--- src/design/ctl_pkg.sv ---
// Shared constants for the closed tour length block.
// No dependencies; used by ctl_leg and closed_tour_length.
package ctl_pkg;

  // Default coordinate width of one tour point.
  localparam int COORD_BITS_DEF = 12;

  // Default width of the saturating tour length total.
  localparam int TOTAL_BITS_DEF = 32;

endpackage

--- src/design/ctl_leg.sv ---
// Leg length unit: floor(sqrt(dx*dx + dy*dy)) between two points.
// One shared multiplier squares both deltas, then a restoring square root
// finds one root bit per cycle. Depends on ctl_pkg.
module ctl_leg #(
  parameter int COORD_BITS = ctl_pkg::COORD_BITS_DEF
) (
  input  logic                  clk,
  input  logic                  rst_n,
  input  logic                  start,
  input  logic [COORD_BITS-1:0] ax,
  input  logic [COORD_BITS-1:0] ay,
  input  logic [COORD_BITS-1:0] bx,
  input  logic [COORD_BITS-1:0] by,
  output logic                  done,
  output logic [COORD_BITS:0]   leg
);

  // Root width, radicand width and iteration counter width.
  localparam int RootBits = COORD_BITS + 1;
  localparam int RadBits  = 2 * RootBits;
  localparam int CntBits  = $clog2(RootBits);

  localparam logic [1:0] L_IDLE = 2'd0;
  localparam logic [1:0] L_SQX  = 2'd1;
  localparam logic [1:0] L_SUM  = 2'd2;
  localparam logic [1:0] L_ROOT = 2'd3;

  logic [1:0]              phase_r, phase_nxt;
  logic [COORD_BITS-1:0]   dx_r, dx_nxt;
  logic [COORD_BITS-1:0]   dy_r, dy_nxt;
  logic [2*COORD_BITS-1:0] sq_r, sq_nxt;
  logic [RadBits-1:0]      rad_r, rad_nxt;
  logic [RootBits-1:0]     rem_r, rem_nxt;
  logic [RootBits-1:0]     root_r, root_nxt;
  logic [CntBits-1:0]      cnt_r, cnt_nxt;
  logic                    done_r, done_nxt;

  logic [COORD_BITS-1:0]   mul_a;
  logic [2*COORD_BITS-1:0] mul_p;
  logic [RootBits+1:0]     rem_sh;
  logic [RootBits+1:0]     trial;
  logic [RootBits+1:0]     rem_sub;
  logic                    fits;

  // The one multiplier squares dx first, then dy.
  assign mul_a = (phase_r == L_SQX) ? dx_r : dy_r;
  assign mul_p = mul_a * mul_a;

  // One restoring square root step: bring down two radicand bits, try 4r+1.
  assign rem_sh  = {rem_r, rad_r[RadBits-1 -: 2]};
  assign trial   = {1'b0, root_r[RootBits-2:0], 2'b01};
  assign fits    = (rem_sh >= trial);
  assign rem_sub = rem_sh - trial;

  always_comb begin
    phase_nxt = phase_r;
    dx_nxt    = dx_r;
    dy_nxt    = dy_r;
    sq_nxt    = sq_r;
    rad_nxt   = rad_r;
    rem_nxt   = rem_r;
    root_nxt  = root_r;
    cnt_nxt   = cnt_r;
    done_nxt  = 1'b0;
    case (phase_r)
      L_IDLE: begin
        if (start) begin
          dx_nxt    = (ax >= bx) ? ax - bx : bx - ax;
          dy_nxt    = (ay >= by) ? ay - by : by - ay;
          phase_nxt = L_SQX;
        end
      end
      L_SQX: begin
        sq_nxt    = mul_p;
        phase_nxt = L_SUM;
      end
      L_SUM: begin
        rad_nxt   = RadBits'(sq_r) + RadBits'(mul_p);
        rem_nxt   = '0;
        root_nxt  = '0;
        cnt_nxt   = '0;
        phase_nxt = L_ROOT;
      end
      L_ROOT: begin
        rad_nxt  = {rad_r[RadBits-3:0], 2'b00};
        rem_nxt  = fits ? rem_sub[RootBits-1:0] : rem_sh[RootBits-1:0];
        root_nxt = {root_r[RootBits-2:0], fits};
        cnt_nxt  = cnt_r + 1'b1;
        if (cnt_r == CntBits'(RootBits - 1)) begin
          done_nxt  = 1'b1;
          phase_nxt = L_IDLE;
        end
      end
      default: begin
        phase_nxt = L_IDLE;
      end
    endcase
  end

  // Control state.
  always_ff @(posedge clk) begin
    if (!rst_n) begin
      phase_r <= L_IDLE;
      done_r  <= 1'b0;
    end else begin
      phase_r <= phase_nxt;
      done_r  <= done_nxt;
    end
  end

  // Datapath registers.
  always_ff @(posedge clk) begin
    dx_r   <= dx_nxt;
    dy_r   <= dy_nxt;
    sq_r   <= sq_nxt;
    rad_r  <= rad_nxt;
    rem_r  <= rem_nxt;
    root_r <= root_nxt;
    cnt_r  <= cnt_nxt;
  end

  assign done = done_r;
  assign leg  = root_r;

endmodule

--- src/design/closed_tour_length.sv ---
// Closed tour length: the top level, with the tour sequencer and the total.
// Instantiates ctl_leg; takes defaults from ctl_pkg.
//
// Points of a tour arrive one per beat, x and y in in_tdata and the final
// point marked by in_tlast. Every point but the first runs one leg through
// the shared leg unit: it squares dx and then dy, finds one root bit per
// cycle, and adds the leg into the total. The final point runs a second leg
// back to the start, and the total then goes to the result register. The
// block takes no new point while a leg is in flight, and once a tour's
// total is ready it takes no further point until the previous result has
// been taken. The total saturates at 2^TOTAL_BITS - 1; a one-point tour
// reports 0.
module closed_tour_length #(
  parameter int COORD_BITS = ctl_pkg::COORD_BITS_DEF,
  parameter int TOTAL_BITS = ctl_pkg::TOTAL_BITS_DEF
) (
  input  logic                                  clk,
  input  logic                                  rst_n,
  input  logic                                  in_tvalid,
  output logic                                  in_tready,
  // point_x, point_y, zero padding
  input  logic [((2*COORD_BITS+7)/8)*8-1:0]     in_tdata,
  // last_point
  input  logic                                  in_tlast,
  output logic                                  out_tvalid,
  input  logic                                  out_tready,
  // tour_length, zero padding
  output logic [((TOTAL_BITS+7)/8)*8-1:0]       out_tdata
);

  localparam int OutBits = ((TOTAL_BITS + 7) / 8) * 8;
  localparam int LegBits = COORD_BITS + 1;
  localparam int SumBits = ((TOTAL_BITS > LegBits) ? TOTAL_BITS : LegBits) + 1;

  localparam logic [1:0] S_IDLE  = 2'd0;
  localparam logic [1:0] S_LEG   = 2'd1;
  localparam logic [1:0] S_CLOSE = 2'd2;
  localparam logic [1:0] S_EMIT  = 2'd3;

  logic [1:0]            state_r, state_nxt;
  logic                  started_r, started_nxt;
  logic                  last_r, last_nxt;
  logic [COORD_BITS-1:0] start_x_r, start_x_nxt;
  logic [COORD_BITS-1:0] start_y_r, start_y_nxt;
  logic [COORD_BITS-1:0] prev_x_r, prev_x_nxt;
  logic [COORD_BITS-1:0] prev_y_r, prev_y_nxt;
  logic [TOTAL_BITS-1:0] total_r, total_nxt;
  logic                  out_valid_r, out_valid_nxt;
  logic [TOTAL_BITS-1:0] out_len_r, out_len_nxt;

  logic [COORD_BITS-1:0] pt_x;
  logic [COORD_BITS-1:0] pt_y;
  logic                  in_beat;
  logic                  leg_start;
  logic [COORD_BITS-1:0] leg_ax, leg_ay, leg_bx, leg_by;
  logic                  leg_done;
  logic [LegBits-1:0]    leg_len;
  logic [SumBits-1:0]    sum;
  logic [TOTAL_BITS-1:0] sat_sum;

  assign pt_x = in_tdata[COORD_BITS-1:0];
  assign pt_y = in_tdata[2*COORD_BITS-1:COORD_BITS];

  assign in_tready = (state_r == S_IDLE);
  assign in_beat   = in_tvalid && in_tready;

  // Saturating add of the finished leg into the running total.
  assign sum     = SumBits'(total_r) + SumBits'(leg_len);
  assign sat_sum = (sum[SumBits-1:TOTAL_BITS] != '0) ? '1 : sum[TOTAL_BITS-1:0];

  // A leg starts from the previous point on a non-first beat, or closes
  // from the final point back to the start once the last inner leg is in.
  assign leg_start = (in_beat && started_r) || (state_r == S_LEG && leg_done && last_r);
  assign leg_ax    = (state_r == S_IDLE) ? prev_x_r : prev_x_r;
  assign leg_ay    = prev_y_r;
  assign leg_bx    = (state_r == S_IDLE) ? pt_x : start_x_r;
  assign leg_by    = (state_r == S_IDLE) ? pt_y : start_y_r;

  ctl_leg #(
    .COORD_BITS(COORD_BITS)
  ) u_leg (
    .clk  (clk),
    .rst_n(rst_n),
    .start(leg_start),
    .ax   (leg_ax),
    .ay   (leg_ay),
    .bx   (leg_bx),
    .by   (leg_by),
    .done (leg_done),
    .leg  (leg_len)
  );

  // Tour sequencer.
  always_comb begin
    state_nxt     = state_r;
    started_nxt   = started_r;
    last_nxt      = last_r;
    start_x_nxt   = start_x_r;
    start_y_nxt   = start_y_r;
    prev_x_nxt    = prev_x_r;
    prev_y_nxt    = prev_y_r;
    total_nxt     = total_r;
    out_valid_nxt = out_valid_r && !out_tready;
    out_len_nxt   = out_len_r;
    case (state_r)
      S_IDLE: begin
        if (in_beat) begin
          last_nxt   = in_tlast;
          prev_x_nxt = pt_x;
          prev_y_nxt = pt_y;
          if (!started_r) begin
            start_x_nxt = pt_x;
            start_y_nxt = pt_y;
            total_nxt   = '0;
            started_nxt = 1'b1;
            state_nxt   = in_tlast ? S_EMIT : S_IDLE;
          end else begin
            state_nxt = S_LEG;
          end
        end
      end
      S_LEG: begin
        if (leg_done) begin
          total_nxt = sat_sum;
          state_nxt = last_r ? S_CLOSE : S_IDLE;
        end
      end
      S_CLOSE: begin
        if (leg_done) begin
          total_nxt = sat_sum;
          state_nxt = S_EMIT;
        end
      end
      S_EMIT: begin
        if (!out_valid_r || out_tready) begin
          out_len_nxt   = total_r;
          out_valid_nxt = 1'b1;
          started_nxt   = 1'b0;
          state_nxt     = S_IDLE;
        end
      end
      default: begin
        state_nxt = S_IDLE;
      end
    endcase
  end

  // Control state.
  always_ff @(posedge clk) begin
    if (!rst_n) begin
      state_r     <= S_IDLE;
      started_r   <= 1'b0;
      out_valid_r <= 1'b0;
      start_x_r   <= '0;
      start_y_r   <= '0;
      prev_x_r    <= '0;
      prev_y_r    <= '0;
      total_r     <= '0;
    end else begin
      state_r     <= state_nxt;
      started_r   <= started_nxt;
      out_valid_r <= out_valid_nxt;
      start_x_r   <= start_x_nxt;
      start_y_r   <= start_y_nxt;
      prev_x_r    <= prev_x_nxt;
      prev_y_r    <= prev_y_nxt;
      total_r     <= total_nxt;
    end
  end

  // Payload registers.
  always_ff @(posedge clk) begin
    last_r    <= last_nxt;
    out_len_r <= out_len_nxt;
  end

  assign out_tvalid = out_valid_r;
  assign out_tdata  = OutBits'(out_len_r);

endmodule
--- config.mk ---
export PLATFORM = sky130hd
export DESIGN_NAME = closed_tour_length
export DESIGN_NICKNAME = d
export VERILOG_FILES = /design/src/design/ctl_pkg.sv /design/src/design/ctl_leg.sv /design/src/design/closed_tour_length.sv
export SDC_FILE = /design/constraint.sdc
export NUM_CORES = 1
export LEC_CHECK = 0
export ABC_AREA = 1
export BUFFER_PORTS_ARGS = -buffer_cell sky130_fd_sc_hd__buf_2
export CORE_MARGIN = 1
export CORE_UTILIZATION = 50
export DETAILED_ROUTE_END_ITERATION = 16
export PLACE_DENSITY = 0.66
export SETUP_SLACK_MARGIN = 0.15
export SYNTH_ARGS = -nofsm -noshare
export SYNTH_HDL_FRONTEND = slang
export SYNTH_HIERARCHICAL = 1
export SYNTH_SLANG_ARGS = --single-unit
--- constraint.sdc ---
create_clock -name clk -period 10.2 [get_ports clk]
set_input_delay 1.02 -clock clk [delete_from_list [all_inputs] [get_ports clk]]
set_output_delay 1.02 -clock clk [all_outputs]
set_load 0.01 [all_outputs]
==> run metrics, run 1 <==
Post-DP HPWL about 36 mm; met1 GRT Util around a third; H-tree depth 1; RSZ-0062 raised after global routing no; Syn. warnings 6; Final setup viols 0; vias in the first global route between 15000 and 20000; Final Wtd Congestion 0.9388; most common flop cell mapped by yosys edfxtp_1; clock-pin slew on the worst setup and hold paths roughly 0.060 ns; CP Max Fanout 47; full die area just under 40000 sq um; Post-Synthesis Cells around 2700; Post-Route WL 45.71 mm; max frequency 123.8 MHz; CTS Hold Buffers Added 0; grt peak-use layer met2; worst skew pair latency between 0.5 and 0.6 ns; Yosys reg bits 223; Core Area roughly 38000 sq um; Top Ports between 60 and 70; Fin Clk Skew roughly 0.026 ns; Hold Fails Final Rpt 0; setup TNS 0 ns; met2 Usage GRT between 30 and 40%; most frequent cells after synthesis nand2_1 (799), inv_1 (474), nor2_1 (241), ha_1 (163), edfxtp_1 (136); site row count about 70; fin. max-slew vios 0; TritonCTS clock tree done; syn nets 2935; dominant cells by area after synthesis edfxtp_1 (21%), nand2_1 (15%), ha_1 (10%); Final #Nets approximately 3000; GRT Util Overall a little under a quarter; Filler cells 3657; fin crit period 8.079 ns; number of setup buffers added after CTS 0; drt drc 0; initial core utilization between 50 and 60%; post_cts resized 0; register area share after synthesis between 20% and 30%; CTS Buf Count 27; Post-synth EDFFs 136; crit-path max cell delay about 0.89 ns; share of cells above drive strength 1 8.131%; fin area 20970 sq um; area leader, netlist edfxtp_1; n_diodes 0; Post-DRT Antenna Nets 0; Slowest cell on crit path ha_2; IO Port Bufs between 60 and 70; worst-margin pin slew 1.208 ns; Setup crit end kind flip-flop; max_slew headroom about a fifth; max-cap viol count 0; clock tree buffer depth 3; GRT overflow 0; Critical Path Start Type flip-flop; via count of the routed design approximately 16000; Critical Path RT around 11 ns; WL per Instance between 10 and 15 um; status complete, no violations; largest net degree at the start of global routing 59; Distinct cells, synth between 50 and 60; Die Ht 199.1 um; initial antenna violation count 0; Tcrit/Tclk final 79.21%; fraction of registers with async set/reset 0%; post-place instance area ~20000 sq um; post-synthesis cell area approximately 19000 sq um; worst hold margin around 0.46 ns; drt pass-1 iters 6; first-pass GRT wire length about 75 mm; Most Frequent Cell on Critical Path nand2_1; DR vias/cell between 5 and 6; root buf cell clkbuf_16; Synth Area per Inst 7.315 sq um; number of DRC markers in iteration 0 1127; Yosys top cell area share 21.02%; type of the worst min-delay path flip-flop to flip-flop; clock sink count 223; most common cell in the netlist nand2_1; Area Growth Syn to Fin 7.940%; critical path arrival 8.38 ns; CP Class flip-flop to flip-flop; die width 199.1 um; routing usage on met3 under 10%
## registers in the layout, summed over array words and instances, names as in the netlist, 13 cells and up
register,flops
u_leg/sq_r,23
total_r,32
u_leg/leg,13
u_leg/rad_r,26
u_leg/rem_r,13
out_tdata,32
## metal layers
layer	up-vias	part of all wire, %
met5	-	0
met4	0	1.4
met3	52	5.7
met2	418	46
met1	7616	47
li1	8370	-
## worst max-delay path: cells and delay by family, from the launching register on
family          cells  cell delay, ns
simple gates       13            1.52
xor+xnor            1            0.26
buf+inv             8            0.99
compound gates      2            0.50
flops               1            0.33
fa+ha+maj           8            4.21
## stage by stage
step | instances | setup WS, ns | util (%)
3_5_place_dp | 3179 | 2.151 | 52.99
3_3_place_gp | 3179 | 2.154 | 52.99
5_1_grt | 3229 | 1.523 | 55.29
6_report | 3229 | 2.121 | 55.29
2_1_floorplan | 2656 | 3.167 | -
4_1_cts | 3229 | 2.132 | 55.29
## path summary, 6_finish.rpt
path | end | slack, ns | cells past startpoint | from
worst min-delay path | start_x_r[7]$_SDFFE_PN0P_ | 0.46 | 2 | start_x_r[7]$_SDFFE_PN0P_
worst min register to register | start_x_r[7]$_SDFFE_PN0P_ | 0.46 | 2 | start_x_r[7]$_SDFFE_PN0P_
worst max-delay path | u_leg/rad_r[23]$_DFFE_PP_ | 2.12 | 32 | u_leg/phase_r[1]$_SDFFE_PN0P_
worst max register to register | u_leg/rad_r[23]$_DFFE_PP_ | 2.12 | 32 | u_leg/phase_r[1]$_SDFFE_PN0P_
## cell usage in the layout, fill, tap and decap left out, types with 13 or more instances in the layout
cell       instances
ha_1             161
xor2_1            57
a21oi_2           13
clkbuf_16         28
fa_1              87
nor2_1           241
nand3b_1          15
o21ai_0           81
dfxtp_1           87
nand2_2           22
a21oi_1          130
o21ai_2           21
edfxtp_1         136
buf_2             62
nand4_1           27
nand3_1          126
inv_1            473
nand2_1          799
nor3_1            17
xnor2_1           13
## kinds of logic after synthesis
group | count (synthesis) | share of synthesized area, %
xor gates and xnor gates | 70 | 3.155
AOI/OAI and AO/OA | 275 | 8.185
buffers and inverters | 549 | 11.35
adders and majority gates | 250 | 19.46
and+or+nand+nor | 1289 | 27.86
DFF | 223 | 29.98
## cell type report
cell class	instances	area, sq um	share of cell area [%]
clock buffers	39	779.5	3.717
repair buffers	70	370.4	1.766
inverters	491	1852	8.830
multi-input cells	1884	11410	54.43
well taps	511	639.4	3.049
clock inverters	11	91.34	0.4355
flip-flops and latches	223	5826	27.78
Power of run 1 is not shown: default switching activity piles up to over one toggle a cycle in this logic, so the estimate is an artifact.
==> run 2: changes to the inputs <==
Settings changed: PLACE_DENSITY 0.66 to 0.69.
Clock period 10.2 ns to 7.05 ns, I/O delays scaled along.
==> run 2 against run 1 <==
  * Global-route usage decreased by 0.29 points
  * First-iteration DRC count down 17%
  * Critical path depth down 2
  * Non-clock buffer count is 33 higher
  * Die area unchanged
  * Sequential share of layout area is 0.62 points lower
  * Design area up 2.3%
  * Largest cell class unchanged
  * Highest routed layer unchanged
==> run metrics, run 2 (synthesis results as in run 1) <==
clock tree buffer depth 3 (unchanged); worst-margin pin slew 1.102 ns (-0.1054 ns); IO Port Bufs 62 (unchanged); root buf cell clkbuf_16; Filler cells 3596 (-1.7%); CTS Buf Count 27 (unchanged); max frequency 152.0 MHz (+23%); type of the worst min-delay path input pin to flip-flop; Critical Path Start Type flip-flop; TritonCTS clock tree done; max_slew headroom 26.34% (+6.9 points); first-pass GRT wire length 74.55 mm (-0.82%); hold depth 1 (-1); Post-DRT Antenna Nets 0 (unchanged); most common cell after layout, fill and taps aside nand2_1; wl on met1 20.81 mm (-3.0%); Tcrit/Tclk final 93.33% (+14 points); DR WL met3 2.291 mm (-11%); DR vias/cell 5.067 (-0.58%); largest net degree at the start of global routing 62 (+5.1%); GRT overflow 0 (unchanged); Critical Path RT 7.36 ns (-3.14 ns); site row count 71 (unchanged); critical path arrival 6.89 ns (-1.49 ns); RSZ-0062 raised after global routing yes; share of cells above drive strength 1 11.01% (+2.9 points); Core Area 37930 sq um (unchanged); crit-path max cell delay 0.54 ns (-0.35 ns); Final setup viols 0 (unchanged); Slowest cell on crit path fa_1; highest metal used met4; initial antenna violation count 0 (unchanged); GRT Util Overall 22.96% (-0.29 points); most frequent cells in the layout nand2_1 (796), inv_1 (468), nor2_1 (229), ha_1 (151), edfxtp_1 (136); setup TNS 0 ns (unchanged); CP Max Fanout 12 (-74%); drt pass-1 iters 6 (unchanged); Final #Nets 3009 (+1.1%); Post-DP HPWL 35.00 mm (-2.5%); max-cap viol count 0 (unchanged); fin. max-slew vios 0 (unchanged); Hold Fails Final Rpt 0 (unchanged); Final Wtd Congestion 0.9341 (-0.50%); Die Ht 199.1 um (unchanged); Post-Route WL 44.91 mm (-1.8%); Most Frequent Cell on Critical Path nand2_1; WL per Instance 13.77 um (-2.8%); Fin Clk Skew 0.01464 ns (-0.01132 ns); full die area 39650 sq um (unchanged); via count of the routed design 16530 (+0.44%); Setup crit end kind flip-flop; CP Class flip-flop to flip-flop; DR WL met2 20.87 mm (-0.74%); Top Ports 63 (unchanged); vias in the first global route 15860 (+3.2%); status complete, no violations; initial core utilization 51.22% (unchanged); die width 199.1 um (unchanged); worst skew pair latency 0.55 ns (about the same); n_diodes 0 (unchanged); drt drc 0 (unchanged); H-tree depth 1 (unchanged); clock sink count 223 (unchanged); r2r worst-path depth 30 (-6.3%); clock-pin slew on the worst setup and hold paths 0.06 ns (about the same); number of DRC markers in iteration 0 934 (-17%); fin crit period 6.580 ns (-1.499 ns); Area Growth Syn to Fin 10.46%
## run 2: changes by cell type in the layout (fill, tap and decap cells not counted), moves of 8 or more
cell	change
buf_4	+31
nor2_1	-12
nor2_2	+11
ha_1	-10
a21oi_1	-8
a21oi_2	+8
## run 2: layout make-up
type,count,area [sq um],area share (%)
Inverter,491,1857,8.652
Clock buffer,35,747.0,3.480
Multi-Input combinational cell,1884,11660,54.33
Tap cell,511,639.4,2.979
Timing Repair Buffer,103,630.6,2.938
Sequential cell,223,5828,27.16
Clock inverter,15,100.1,0.4664
## run 2: stage by stage
step	setup slack (ns)	cells	utilization (%)	instance area (sq um)	hold slack, ns
after floorplan	0.3141	2656	-	19430	0.4370
after global placement	0.1686	3203	53.47	20280	0.4484
after detailed placement	0.008625	3203	53.47	20280	0.4527
after CTS	0.1987	3253	55.74	21140	0.3414
after global routing	0.09078	3262	56.58	21460	0.3560
final	0.4702	3262	56.58	21460	0.3719
## run 2: critical path, delay by kind of cell, from the launching register on
family / cells / cell delay (ns)
XOR/XNOR: 1 / 0.18
flip-flops: 1 / 0.35
adder cells (fa/ha/maj): 8 / 3.52
buffers and inverters: 8 / 0.72
AND/OR/NAND/NOR: 11 / 1.10
AO/OA/AOI/OAI: 2 / 0.46
## run 2: worst paths after layout
| check | to | slack (ns) | from |
|---|---|---|---|
| worst min register to register | start_x_r[4]$_SDFFE_PN0P_ | 0.46 | start_x_r[4]$_SDFFE_PN0P_ |
| worst max-delay path | u_leg/rad_r[21]$_DFFE_PP_ | 0.47 | u_leg/phase_r[1]$_SDFFE_PN0P_ |
| worst max register to register | u_leg/rad_r[21]$_DFFE_PP_ | 0.47 | u_leg/phase_r[1]$_SDFFE_PN0P_ |
| worst min-delay path | last_r$_DFFE_PP_ | 0.37 | in_tlast |
## run 2: routing by layer
metal / global-route usage (%) / up-vias
met5: 0 / -
met4: 6.268 / 0
met3: 3.021 / 70
met2: 38.53 / 387
met1: 30.96 / 7634
li1: - / 8437
## run 2: timing repair
| action | in CTS | in global routing |
|---|---|---|
| cloned | 0 | 0 |
| endpoints found under the hold margin | 0 | 0 |
| resized for setup | 2 | 71 |
| pin swaps | 0 | 5 |
| setup endpoints to repair | 12 | 14 |
| buffers inserted | 0 | 9 |
| hold buffers | 0 | 0 |
Power of run 2 is left out for the same reason.
==> run 3: changes to the inputs <==
Clock period 7.05 ns to 5.5 ns, I/O delays scaled along.
==> run 3 against run 2 <==
  * The flow now finishes with violations (negative setup slack)
  * Clock-buffer cell count shrank 3
  * Global-route usage increased by 2.2 points
  * Worst setup slack worse by 1.4 ns
  * Die area unchanged
  * Critical path depth is 1 higher
  * Sequential share of layout area fell by 3.1 points
  * Wire length grew 10%
  * Fmax up 1.6%
  * Cell count is 5.1% higher
  * Utilization grew 7.4 points
  * Worst hold slack worse by 0.17 ns
  * Register-to-register slack worse by 1.4 ns
  * Critical endpoint is now u_leg/rad_r[22]$_DFFE_PP_
==> run metrics, run 3 (synthesis results as in run 1) <==
status complete, but fails checks; failing checks negative setup slack; critical path depth 31 (+3.3%); clock sink count 223 (unchanged); most common cell after layout, fill and taps aside nand2_1; CTS Buf Count 26 (-3.7%); DR WL met2 23.31 mm (+12%); Crit. Startpoint u_leg/phase_r[1]$_SDFFE_PN0P_; clock tree buffer depth 3 (unchanged); fin crit period 6.478 ns (-0.1020 ns); fin area 24270 sq um (+13%); Final WS setup -0.9778 ns (-1.448 ns); initial antenna violation count 0 (unchanged); site row count 71 (unchanged); crit-path max cell delay 0.59 ns (+0.05 ns); GRT Util Overall 25.13% (+2.2 points); type of the worst min-delay path input pin to flip-flop; hold depth 1 (unchanged); die width 199.1 um (unchanged); setup TNS -13.40 ns (-13.40 ns); post-layout util 63.97% (+7.4 points); drt pass-1 iters 5 (-1); Multi-input gate area 12980 sq um (+11%); n_diodes 0 (unchanged); max_slew headroom 29.83% (+3.5 points); drt drc 0 (unchanged); max frequency 154.4 MHz (+1.6%); Seq. cell area 5828 sq um (unchanged); fin. max-slew vios 0 (unchanged); CP Max Fanout 7 (-5); TritonCTS clock tree done; CP top delay family adder cells; vias in the first global route 16950 (+6.9%); share of cells above drive strength 1 24.23% (+13 points); GRT overflow 0 (unchanged); Die Ht 199.1 um (unchanged); DR vias/cell 5.055 (-0.23%); Worst R2R Start u_leg/phase_r[1]$_SDFFE_PN0P_; largest net degree at the start of global routing 62 (unchanged); Most Frequent Cell on Critical Path fa_1; DR WL met3 2.193 mm (-4.3%); most frequent cells in the layout nand2_1 (712), inv_1 (439), nor2_1 (197), buf_4 (179), edfxtp_1 (136); CP Class flip-flop to flip-flop; Tcrit/Tclk final 117.8% (+24 points); r2r worst-path depth 31 (+3.3%); Filler cells 3264 (-9.2%); clock-pin slew on the worst setup and hold paths 0.06 ns (about the same); Hold Path Origin in_tlast; Final #Nets 3177 (+5.6%); Setup crit end kind flip-flop; CTS Hold Buffers Added 0 (unchanged); full die area 39650 sq um (unchanged); IO Port Bufs 62 (unchanged); Final Wtd Congestion 0.9328 (-0.14%); worst hold margin 0.2061 ns (-0.1659 ns); critical path arrival 6.78 ns (-0.11 ns); Top Ports 63 (unchanged); Slowest cell on crit path fa_1; via count of the routed design 17330 (+4.9%); Post-Route WL 49.43 mm (+10%); worst skew pair latency 0.57 ns (+0.02 ns); WL per Instance 14.41 um (+4.7%); post-place instance area 21740 sq um (+7.2%); Post-DRT Antenna Nets 0 (unchanged); H-tree depth 1 (unchanged); Worst Path Buf+Inv 8 (unchanged); Hold Fails Final Rpt 0 (unchanged); Critical Path RT 5.80 ns (-1.56 ns); highest metal used met4; number of DRC markers in iteration 0 911 (-2.5%); Fin Clk Skew 0.02792 ns (+0.01328 ns); Core Area 37930 sq um (unchanged); initial core utilization 51.22% (unchanged); worst-margin pin slew 1.050 ns (-0.05226 ns); Area Growth Syn to Fin 24.89%; max-cap viol count 0 (unchanged); first-pass GRT wire length 81.01 mm (+8.7%); RSZ-0062 raised after global routing yes; root buf cell clkbuf_16; Final setup viols 20 (+20); wl on met1 22.67 mm (+8.9%); Critical Path Start Type flip-flop; Post-DP HPWL 37.58 mm (+7.4%)
## run 3: cell count changes in the layout (fill, tap and decap cells not counted), sizes merged
cell	delta
clkinv	-2
inv	+1
clkbuf	-4
clkinvlp	+1
bufinv	+1
buf	+170
## run 3: layout make-up
class | count | area share (%)
flip-flops and latches | 223 | 24.02
multi-input cells | 1884 | 53.51
clock buffers | 32 | 3.037
well taps | 511 | 2.635
clock inverters | 16 | 0.5775
repair buffers | 272 | 8.472
inverters | 491 | 7.755
## run 3: path summary, 6_finish.rpt
check | end | slack, ns
worst max-delay path | u_leg/rad_r[22]$_DFFE_PP_ | -0.98
worst min register to register | start_x_r[6]$_SDFFE_PN0P_ | 0.46
worst min-delay path | last_r$_DFFE_PP_ | 0.21
worst max register to register | u_leg/rad_r[22]$_DFFE_PP_ | -0.98
## run 3: routing by layer
metal / track usage [%] / vias to the layer above
li1: - / 8776
met1: 33.12 / 8087
met2: 43.12 / 378
met3: 3.477 / 93
met4: 6.553 / 0
met5: 0 / -
## run 3: what timing repair did
action	in CTS	in global routing
endpoints found under the setup margin	20	31
setup buffers	35	14
resized for setup	176	113
pin swaps	63	85
## run 3: stage by stage
step	instances	setup WS [ns]
global placement	3332	-0.9237
CTS	3415	-0.8317
floorplan	2656	-0.5509
finish	3429	-0.9778
detailed placement	3332	-1.021
global route	3429	-1.215
## run 3: worst register-to-register path: cells and delay by family, from the launching register on
family	cells	cell delay, ns
AOI/OAI and AO/OA	3	0.58
adders and majority gates	8	3.40
and+or+nand+nor	11	0.95
buffers and inverters	8	0.76
DFF	1	0.34
xor gates and xnor gates	1	0.19
Power of run 3 is left out for the same reason.
